## src/hw/rtl/ddf_pkg.sv

```systemverilog
// ----------------------------------------------------------------------------
// ddf_pkg
// Widths, codes and pipeline word types of the digit display formatter.
// ----------------------------------------------------------------------------
package ddf_pkg;

    localparam int DIGIT_COUNT   = 4;
    localparam int VALUE_W       = 15;
    localparam int MAG_W         = 14;
    localparam int DIG_W         = 4;
    localparam int ADDR_W        = 3;
    localparam int EXTRACT_COUNT = 4;
    localparam int DIV_STAGES    = EXTRACT_COUNT - 1;
    localparam int POS_W         = $clog2(DIGIT_COUNT + 1);
    localparam int IDX_W         = (DIGIT_COUNT > 1) ? $clog2(DIGIT_COUNT) : 1;
    localparam int SIG_W         = $clog2(EXTRACT_COUNT + 1);

    localparam int RECIP_W       = 16;
    localparam int RECIP_SHIFT   = 19;
    localparam int QUOT_W        = MAG_W - 3;
    localparam int PROD_W        = MAG_W + RECIP_W;
    localparam logic [RECIP_W-1:0] RECIP_TEN = 16'd52429;

    localparam logic signed [VALUE_W-1:0] UNSIGNED_MAX = 15'sd9999;
    localparam logic signed [VALUE_W-1:0] SIGNED_LIMIT = 15'sd999;

    localparam logic [DIG_W-1:0] CODE_MINUS = 4'd10;
    localparam logic [DIG_W-1:0] CODE_BLANK = 4'd15;

    typedef struct packed {
        logic                                neg;
        logic [MAG_W-1:0]                    rest;
        logic [EXTRACT_COUNT-1:0][DIG_W-1:0] digits;
    } t_work;

    typedef logic [DIGIT_COUNT-1:0][DIG_W-1:0] t_codes;

endpackage

```

## src/hw/rtl/ddf_range.sv

```systemverilog
// ----------------------------------------------------------------------------
// ddf_range
// Range check against the mode, sign split and magnitude register.
// ----------------------------------------------------------------------------
module ddf_range (
    input  logic                                  i_clk,
    input  logic                                  i_rst_n,
    input  logic                                  i_valid,
    output logic                                  o_ready,
    input  logic signed [ddf_pkg::VALUE_W-1:0]    i_value,
    input  logic                                  i_mode,
    output logic                                  o_valid,
    input  logic                                  i_ready,
    output ddf_pkg::t_work                        o_work
);

    logic           r_valid;
    ddf_pkg::t_work r_work;
    logic           n_valid;
    ddf_pkg::t_work n_work;
    logic           in_range;
    logic           neg;
    logic [ddf_pkg::VALUE_W-1:0] abs_val;

    assign o_ready = !r_valid || i_ready;

    always_comb begin
        if (i_mode) begin
            in_range = (i_value >= -ddf_pkg::SIGNED_LIMIT) && (i_value <= ddf_pkg::SIGNED_LIMIT);
        end else begin
            in_range = !i_value[ddf_pkg::VALUE_W-1] && (i_value <= ddf_pkg::UNSIGNED_MAX);
        end
        neg     = i_value[ddf_pkg::VALUE_W-1];
        abs_val = neg ? (~i_value + 1'b1) : i_value;
        n_work        = '0;
        n_work.neg    = i_mode && neg;
        n_work.rest   = abs_val[ddf_pkg::MAG_W-1:0];
        n_valid = r_valid;
        if (o_ready) begin
            n_valid = i_valid && in_range;
        end
    end

    always_ff @(posedge i_clk) begin
        if (!i_rst_n) begin
            r_valid <= 1'b0;
        end else begin
            r_valid <= n_valid;
        end
        if (o_ready && i_valid) begin
            r_work <= n_work;
        end
    end

    assign o_valid = r_valid;
    assign o_work  = r_work;

endmodule

```

## src/hw/rtl/ddf_digit_stage.sv

```systemverilog
// ----------------------------------------------------------------------------
// ddf_digit_stage
// One divide-by-ten step: reciprocal multiply, remainder, digit shift-in.
// ----------------------------------------------------------------------------
module ddf_digit_stage (
    input  logic           i_clk,
    input  logic           i_rst_n,
    input  logic           i_valid,
    output logic           o_ready,
    input  ddf_pkg::t_work i_work,
    output logic           o_valid,
    input  logic           i_ready,
    output ddf_pkg::t_work o_work
);

    logic                         r_valid;
    ddf_pkg::t_work               r_work;
    logic                         n_valid;
    ddf_pkg::t_work               n_work;
    logic [ddf_pkg::PROD_W-1:0]   prod;
    logic [ddf_pkg::MAG_W-1:0]    quot;
    logic [ddf_pkg::MAG_W-1:0]    rem;

    assign o_ready = !r_valid || i_ready;

    always_comb begin
        prod = ddf_pkg::PROD_W'(i_work.rest) * ddf_pkg::PROD_W'(ddf_pkg::RECIP_TEN);
        quot = ddf_pkg::MAG_W'(prod[ddf_pkg::RECIP_SHIFT +: ddf_pkg::QUOT_W]);
        rem  = i_work.rest - (quot << 3) - (quot << 1);
        n_work      = i_work;
        n_work.rest = quot;
        for (int i = 0; i < ddf_pkg::EXTRACT_COUNT - 1; i++) begin
            n_work.digits[i] = i_work.digits[i+1];
        end
        n_work.digits[ddf_pkg::EXTRACT_COUNT-1] = rem[ddf_pkg::DIG_W-1:0];
        n_valid = o_ready ? i_valid : r_valid;
    end

    always_ff @(posedge i_clk) begin
        if (!i_rst_n) begin
            r_valid <= 1'b0;
        end else begin
            r_valid <= n_valid;
        end
        if (o_ready && i_valid) begin
            r_work <= n_work;
        end
    end

    assign o_valid = r_valid;
    assign o_work  = r_work;

endmodule

```

## src/hw/rtl/ddf_blank.sv

```systemverilog
// ----------------------------------------------------------------------------
// ddf_blank
// Leading blanking and minus placement over the extracted digits.
// ----------------------------------------------------------------------------
module ddf_blank (
    input  logic            i_clk,
    input  logic            i_rst_n,
    input  logic            i_valid,
    output logic            o_ready,
    input  ddf_pkg::t_work  i_work,
    output logic            o_valid,
    input  logic            i_ready,
    output ddf_pkg::t_codes o_codes
);

    logic                                         r_valid;
    ddf_pkg::t_codes                              r_codes;
    logic                                         n_valid;
    ddf_pkg::t_codes                              n_codes;
    logic [ddf_pkg::EXTRACT_COUNT-1:0][ddf_pkg::DIG_W-1:0] dig;
    logic [ddf_pkg::SIG_W-1:0]                    sig;

    assign o_ready = !r_valid || i_ready;

    always_comb begin
        for (int p = 0; p < ddf_pkg::EXTRACT_COUNT - 1; p++) begin
            dig[p] = i_work.digits[p+1];
        end
        dig[ddf_pkg::EXTRACT_COUNT-1] = i_work.rest[ddf_pkg::DIG_W-1:0];
        sig = ddf_pkg::SIG_W'(1);
        for (int p = 1; p < ddf_pkg::EXTRACT_COUNT; p++) begin
            if (dig[p] != '0) begin
                sig = ddf_pkg::SIG_W'(p + 1);
            end
        end
        for (int p = 0; p < ddf_pkg::DIGIT_COUNT; p++) begin
            n_codes[p] = ddf_pkg::CODE_BLANK;
            if (p < ddf_pkg::EXTRACT_COUNT && p < int'(sig)) begin
                n_codes[p] = dig[p % ddf_pkg::EXTRACT_COUNT];
            end else if (i_work.neg && p == int'(sig)) begin
                n_codes[p] = ddf_pkg::CODE_MINUS;
            end
        end
        n_valid = o_ready ? i_valid : r_valid;
    end

    always_ff @(posedge i_clk) begin
        if (!i_rst_n) begin
            r_valid <= 1'b0;
        end else begin
            r_valid <= n_valid;
        end
        if (o_ready && i_valid) begin
            r_codes <= n_codes;
        end
    end

    assign o_valid = r_valid;
    assign o_codes = r_codes;

endmodule

```

## src/hw/rtl/ddf_serializer.sv

```systemverilog
// ----------------------------------------------------------------------------
// ddf_serializer
// Issue DIGIT_COUNT digit writes per word, highest address first.
// ----------------------------------------------------------------------------
module ddf_serializer (
    input  logic                         i_clk,
    input  logic                         i_rst_n,
    input  logic                         i_valid,
    output logic                         o_ready,
    input  ddf_pkg::t_codes              i_codes,
    output logic                         o_valid,
    input  logic                         i_ready,
    output logic [ddf_pkg::ADDR_W-1:0]   o_digit_address,
    output logic [ddf_pkg::DIG_W-1:0]    o_digit_code,
    output logic                         o_last
);

    logic                        r_valid;
    logic [ddf_pkg::POS_W-1:0]   r_pos;
    ddf_pkg::t_codes             r_codes;
    logic [ddf_pkg::POS_W-1:0]   idx;
    logic                        at_last;

    assign at_last = (r_pos == ddf_pkg::POS_W'(1));
    assign o_ready = !r_valid || (i_ready && at_last);
    assign idx     = r_pos - ddf_pkg::POS_W'(1);

    always_ff @(posedge i_clk) begin
        if (!i_rst_n) begin
            r_valid <= 1'b0;
            r_pos   <= ddf_pkg::POS_W'(ddf_pkg::DIGIT_COUNT);
        end else if (o_ready) begin
            r_valid <= i_valid;
            r_pos   <= ddf_pkg::POS_W'(ddf_pkg::DIGIT_COUNT);
        end else if (i_ready) begin
            r_pos   <= r_pos - ddf_pkg::POS_W'(1);
        end
        if (o_ready && i_valid) begin
            r_codes <= i_codes;
        end
    end

    assign o_valid         = r_valid;
    assign o_digit_address = ddf_pkg::ADDR_W'(r_pos);
    assign o_digit_code    = r_codes[idx[ddf_pkg::IDX_W-1:0]];
    assign o_last          = at_last;

endmodule

```

## src/hw/rtl/decimal_digit_display_formatter_core.sv

```systemverilog
// ----------------------------------------------------------------------------
// decimal_digit_display_formatter_core
// Signed or unsigned number to blanked digit-register writes.
// ----------------------------------------------------------------------------
// Pipeline: the input word passes the range register, three divide-by-ten
// stages, the blanking register and the output register, in that order.
// Flow: the single output channel takes a new word only once the last digit
// write of the current word is taken; out-of-range words are accepted and give no output.
// Reset: synchronous, clears all valid flags and the write position;
// payload registers keep data.
// ----------------------------------------------------------------------------
module decimal_digit_display_formatter_core (
    input  logic                                i_clk,
    input  logic                                i_rst_n,
    input  logic                                i_valid,
    output logic                                o_ready,
    input  logic signed [ddf_pkg::VALUE_W-1:0]  i_value,
    input  logic                                i_mode,
    output logic                                o_valid,
    input  logic                                i_ready,
    output logic [ddf_pkg::ADDR_W-1:0]          o_digit_address,
    output logic [ddf_pkg::DIG_W-1:0]           o_digit_code,
    output logic                                o_last
);

    logic           stg_valid [ddf_pkg::DIV_STAGES+1];
    logic           stg_ready [ddf_pkg::DIV_STAGES+1];
    ddf_pkg::t_work stg_work  [ddf_pkg::DIV_STAGES+1];
    logic            blk_valid;
    logic            blk_ready;
    ddf_pkg::t_codes blk_codes;

    ddf_range u_range (
        .i_clk   (i_clk),
        .i_rst_n (i_rst_n),
        .i_valid (i_valid),
        .o_ready (o_ready),
        .i_value (i_value),
        .i_mode  (i_mode),
        .o_valid (stg_valid[0]),
        .i_ready (stg_ready[0]),
        .o_work  (stg_work[0])
    );

    for (genvar g = 0; g < ddf_pkg::DIV_STAGES; g++) begin : g_div
        ddf_digit_stage u_digit (
            .i_clk   (i_clk),
            .i_rst_n (i_rst_n),
            .i_valid (stg_valid[g]),
            .o_ready (stg_ready[g]),
            .i_work  (stg_work[g]),
            .o_valid (stg_valid[g+1]),
            .i_ready (stg_ready[g+1]),
            .o_work  (stg_work[g+1])
        );
    end

    ddf_blank u_blank (
        .i_clk   (i_clk),
        .i_rst_n (i_rst_n),
        .i_valid (stg_valid[ddf_pkg::DIV_STAGES]),
        .o_ready (stg_ready[ddf_pkg::DIV_STAGES]),
        .i_work  (stg_work[ddf_pkg::DIV_STAGES]),
        .o_valid (blk_valid),
        .i_ready (blk_ready),
        .o_codes (blk_codes)
    );

    ddf_serializer u_ser (
        .i_clk           (i_clk),
        .i_rst_n         (i_rst_n),
        .i_valid         (blk_valid),
        .o_ready         (blk_ready),
        .i_codes         (blk_codes),
        .o_valid         (o_valid),
        .i_ready         (i_ready),
        .o_digit_address (o_digit_address),
        .o_digit_code    (o_digit_code),
        .o_last          (o_last)
    );

endmodule

```

## config.mk

```make
export PLATFORM = sky130hd
export DESIGN_NAME = decimal_digit_display_formatter_core
export DESIGN_NICKNAME = d
export VERILOG_FILES = /design/src/hw/rtl/ddf_pkg.sv /design/src/hw/rtl/ddf_range.sv /design/src/hw/rtl/ddf_digit_stage.sv /design/src/hw/rtl/ddf_blank.sv /design/src/hw/rtl/ddf_serializer.sv /design/src/hw/rtl/decimal_digit_display_formatter_core.sv
export SDC_FILE = /design/constraint.sdc
export NUM_CORES = 1
export LEC_CHECK = 0
export ABC_AREA = 0
export BUFFER_PORTS_ARGS = -buffer_cell sky130_fd_sc_hd__buf_2
export CORE_ASPECT_RATIO = 1.75
export CORE_MARGIN = 4
export CORE_UTILIZATION = 39
export DETAILED_ROUTE_END_ITERATION = 10
export SLEW_MARGIN = 25
export SYNTH_ARGS = -nofsm -noshare
export SYNTH_HDL_FRONTEND = slang
export SYNTH_HIERARCHICAL = 1
export SYNTH_SLANG_ARGS = --single-unit
export TNS_END_PERCENT = 100
```

## constraint.sdc

```tcl
create_clock -name i_clk -period 8.08 [get_ports i_clk]
set_input_delay 0.404 -clock i_clk [delete_from_list [all_inputs] [get_ports i_clk]]
set_output_delay 0.404 -clock i_clk [all_outputs]
set_load 0.05 [all_outputs]
```

-- After elaboration in Yosys (flattened, before gate mapping)
Index checks and enable logic that the tools add are counted.
Widths: inputs -> output; s select.
- flip-flop bits (word level): 106
- input port bits: 20
- output and inout port bits: 10
- logic and storage cells: 102
- add/subtract/negate cells: 8
- $mul: 3
- $lt $le $gt $ge: 8
- equality and inequality tests: 4
- multiplexer cells: 15
- bitwise logic cells: 2
- reduce and logical (&&, ||, !) cells: 33
- operator list (cell ; count):
    $mul 14x16->30 const B ; 1
    $mul 11x16->27 const B ; 1
    $sub 4x4->4 ; 6
    $mul 8x16->23 const B ; 1
    $mux 4 ; 5
    $mux 3 ; 6
    $ge 15x11->1 const B ; 1
    $le 15x11->1 const B ; 1
    $le 15x15->1 const B ; 1
    $logic_and 1x1->1 ; 15
    $add 14x1->14 const B ; 1
    $mux 14 ; 1
    $not 14->14 ; 1
    $reduce_bool 4->1 ; 3
    $bmux 4 s2 ; 1
    $logic_not 1->1 ; 7
    $eq 3x3->1 const A ; 2
    $logic_or 1x1->1 ; 6
    $lt 1x3->1 const A ; 2
    $lt 2x3->1 const A ; 2
    $eq 2x3->1 const A ; 1
    $eq 3x1->1 const B ; 1
    $logic_not 3->1 ; 1
    $lt 2x3->1 const B ; 1
    5 further kinds ; 5

-- Depth between registers and ports, before layout
- depth after elaboration: 9
- mapped depth: 26

-- Hierarchy
The synthesis kept the hierarchy.
- modules (own cells, without submodules) (module ; instances ; cells each ; area an instance (µm²)):
    ddf_digit_stage at g_div[2].u_digit ; 1 ; 401 ; 4439.3
    ddf_digit_stage at g_div[1].u_digit ; 1 ; 402 ; 4420.5
    ddf_digit_stage at g_div[0].u_digit ; 1 ; 390 ; 4340.4
    ddf_range ; 1 ; 106 ; 1106.1
    ddf_serializer ; 1 ; 44 ; 798.3
    ddf_blank ; 1 ; 50 ; 720.7

-- Worst setup path after synthesis
OpenSTA, ideal clock, no wires.
- kind: register to register
- from: register, netlist name g_div[1].u_digit/o_work[24]
- to: register g_div[2].u_digit.r_work, in the netlist g_div[2].u_digit/o_work[15], data pin
- library setup time: 0.258 ns
- arrival time: 5.888 ns
- setup slack: 1.934 ns
- stages on the path, launching flop included: 25
- buffers on the path: 0
- period minus slack after synthesis: 6.146 ns
- cells stage by stage: edfxtp_1 > ha_1 > inv_1 > fa_1 > fa_1 > fa_1 > inv_1 > fa_1 > inv_1 > fa_1 > inv_1 > ha_1 > nand4_1 > or2_1 > o31ai_2 > o31a_1 > nor2_1 > ha_1 > nor3b_1 > nor2_1 > nand2_1 > a211o_1 > a21oi_1 > a211oi_2 > xnor2_1
- RTL lines (what ; line ; text):
    end signal: assignment ; ddf_digit_stage.sv:46 ; r_work <= n_work;
    end: declaration ; ddf_digit_stage.sv:17 ; ddf_pkg::t_work r_work;

==> key figures <==
Run status
  • Outcome: finished clean

Timing
  • Final setup violation count: 0
  • Setup Skew: 0.0122 ns
  • Final TNS setup: 0 ns
  • Slew margin rel.: 0.373
  • RSZ-0062 raised after global routing: false
  • Fmax: 155 MHz
  • Final period util: 0.799
  • Slew @ Worst Pin: 0.941 ns
  • Final hold violations: 0
  • Minimum clock period: 6.45 ns
  • Fin. max-slew vios: 0

Critical path
  • CP endpoint: g_div[2].u_digit/o_work[15]
  • Crit path launch type: flop
  • Worst Path Arrival: 6.57 ns
  • CP required: 8.19 ns
  • Internal reg-to-reg setup slack: 1.63 ns
  • Crit Path Class: flop to flop
  • Critical R2R Launch: g_div[1].u_digit/o_work[24]
  • Reg2Reg Depth: 24
  • Reg-to-reg critical path endpoint: g_div[2].u_digit/o_work[15]
  • Crit end category: flop
  • Critical-path maximum fanout: 10
  • Worst Setup SP: g_div[1].u_digit/o_work[24]

GRT
  • Number of global-route vias before repair: 9,874
  • GRT Util Overall: 0.159
  • Global route overflow: 0
  • First-pass GRT wire length: 49,200 um
  • Antenna violations before repair: 0
  • Largest net degree at the start of global routing: 23

Placement
  • Placer Congestion: 0.829
  • Post-Place Cell Area: 14,700 um2
  • DP HPWL: 25,800 um
  • Port Buf Inserts: 29

Drt
  • Remaining DRCs: 0
  • Detailed-route via count: 8,868
  • Drt pass-1 iters: 5
  • 1st-iter DRT viols: 330
  • Detailed-route wire length: 29,200 um
  • DRT antenna net count: 0
  • WL/cell: 16.6 um
  • Via-to-Cell Ratio: 5.04

Die
  • Chip width: 152 um
  • Initial Utilization: 0.397
  • IO Pins: 30
  • Die Height: 259 um
  • Placeable Area: 35,400 um2
  • Die ar.: 39,300 um2
  • Rows: 91

Clock tree
  • Root buf cell: clkbuf_16
  • CTS hold repair buffers: 0
  • H-tree levels: 3
  • CTS Buffer Depth: 2
  • CTS buffer count: 9
  • Skew-Pair Late Insertion Delay: 0.36 ns
  • Worst-path clk slew: 0.08 ns
  • Post-CTS Setup Inserts: 0
  • CTS resizes: 0
  • Clock Sinks: 109
  • CTS tree: done

Final layout
  • Seq. cell area: 3180 um2
  • Share of cells above drive strength 1: 0.0781
  • Post-layout util: 0.424
  • Design area: 15,000 um2
  • Final-layout fill cell count: 3,411
  • Number of diodes: 0
  • Commonest cells after routing, fill and taps aside: ha_1 (295), inv_1 (277), fa_1 (159)
  • Layout net count: 1,762
  • Commonest non-fill, non-tap cell in the layout: ha_1
  • Area occupied by multi-input gates: 9730 um2
  • Area grow syn2layout: 6.74%

Synthesis
  • YS warnings: 6
  • Synthesized area: 14,100 um2
  • Syn Area/Cell: 11.2 um2
  • Synth Instances: 1,260

Min path
  • Hold WC Path Type: primary input to flop

Job
  • Max Cap Violations: 0
## worst min-delay path by stage
stage | from | end | slack (ns) | cells past startpoint
2_1_floorplan | u_range/o_work[30] | g_div[0].u_digit/o_work[30] | 0.40 | 0
3_3_place_gp | u_blank/o_codes[10] | u_ser/r_codes[10] | 0.40 | 0
3_5_place_dp | g_div[0].u_digit/o_work[14] | g_div[1].u_digit/o_work[10] | 0.40 | 0
4_1_cts | i_rst_n | u_ser/o_digit_address[2] | 0.30 | 2
5_1_grt | i_rst_n | u_ser/o_digit_address[2] | 0.32 | 2
6_report | i_rst_n | u_ser/o_digit_address[2] | 0.32 | 2
## stage by stage
| step | worst slack (ns) | std cells | hold slack, ns |
|---|---|---|---|
| global route | 1.23 | 1758 | 0.324 |
| finish | 1.63 | 1758 | 0.318 |
| detailed placement | 1.63 | 1742 | 0.405 |
| floorplan | 2.01 | 1264 | 0.400 |
| global placement | 1.71 | 1742 | 0.400 |
| CTS | 1.61 | 1758 | 0.304 |
## state kept, by name (all words and copies together) (netlist names)
name	count
u_blank/o_valid	1
u_ser/r_codes	16
u_ser/o_valid	1
g_div.u_digit/o_work	53
u_range/o_work	15
u_blank/o_codes	16
u_ser/o_digit_address	3
u_range/o_valid	1
g_div.u_digit/o_valid	3
## layout make-up
type / count / share of cell area
Clock buffer: 9 / 0.0150
Clock inverter: 7 / 0.00609
Inverter: 278 / 0.0695
Multi-Input combinational cell: 860 / 0.648
Tap cell: 465 / 0.0388
Sequential cell: 109 / 0.212
Timing Repair Buffer: 30 / 0.0102
## metal layers
metal  global-route usage  wire length, um  vias up
met2                0.331            17900       81
li1                     -                -     4314
met5                    0                0        -
met1                0.156             9880     4417
met3               0.0119              281       56
met4               0.0615             1180        0
## critical path: stages, from the launching register on
cell and delay (ns):
edfxtp_1 0.47, ha_1 0.34, inv_1 0.05, fa_1 0.51, fa_1 0.53, inv_1 0.05, fa_1 0.53, inv_1 0.06
fa_1 0.53, inv_1 0.04, ha_1 0.30, ha_1 0.47, nand4_1 0.16, or2_1 0.26, o31ai_2 0.25, o31a_1 0.21
nor2_1 0.07, ha_1 0.30, nor3b_1 0.17, nor2_1 0.10, nand2_1 0.09, a211o_1 0.29, a21oi_1 0.19, a211oi_2 0.06
xnor2_1 0.14
Power is left out: the tool's default activity adds up to more than one toggle a clock period on the data nets, which glitch-free logic cannot reach.
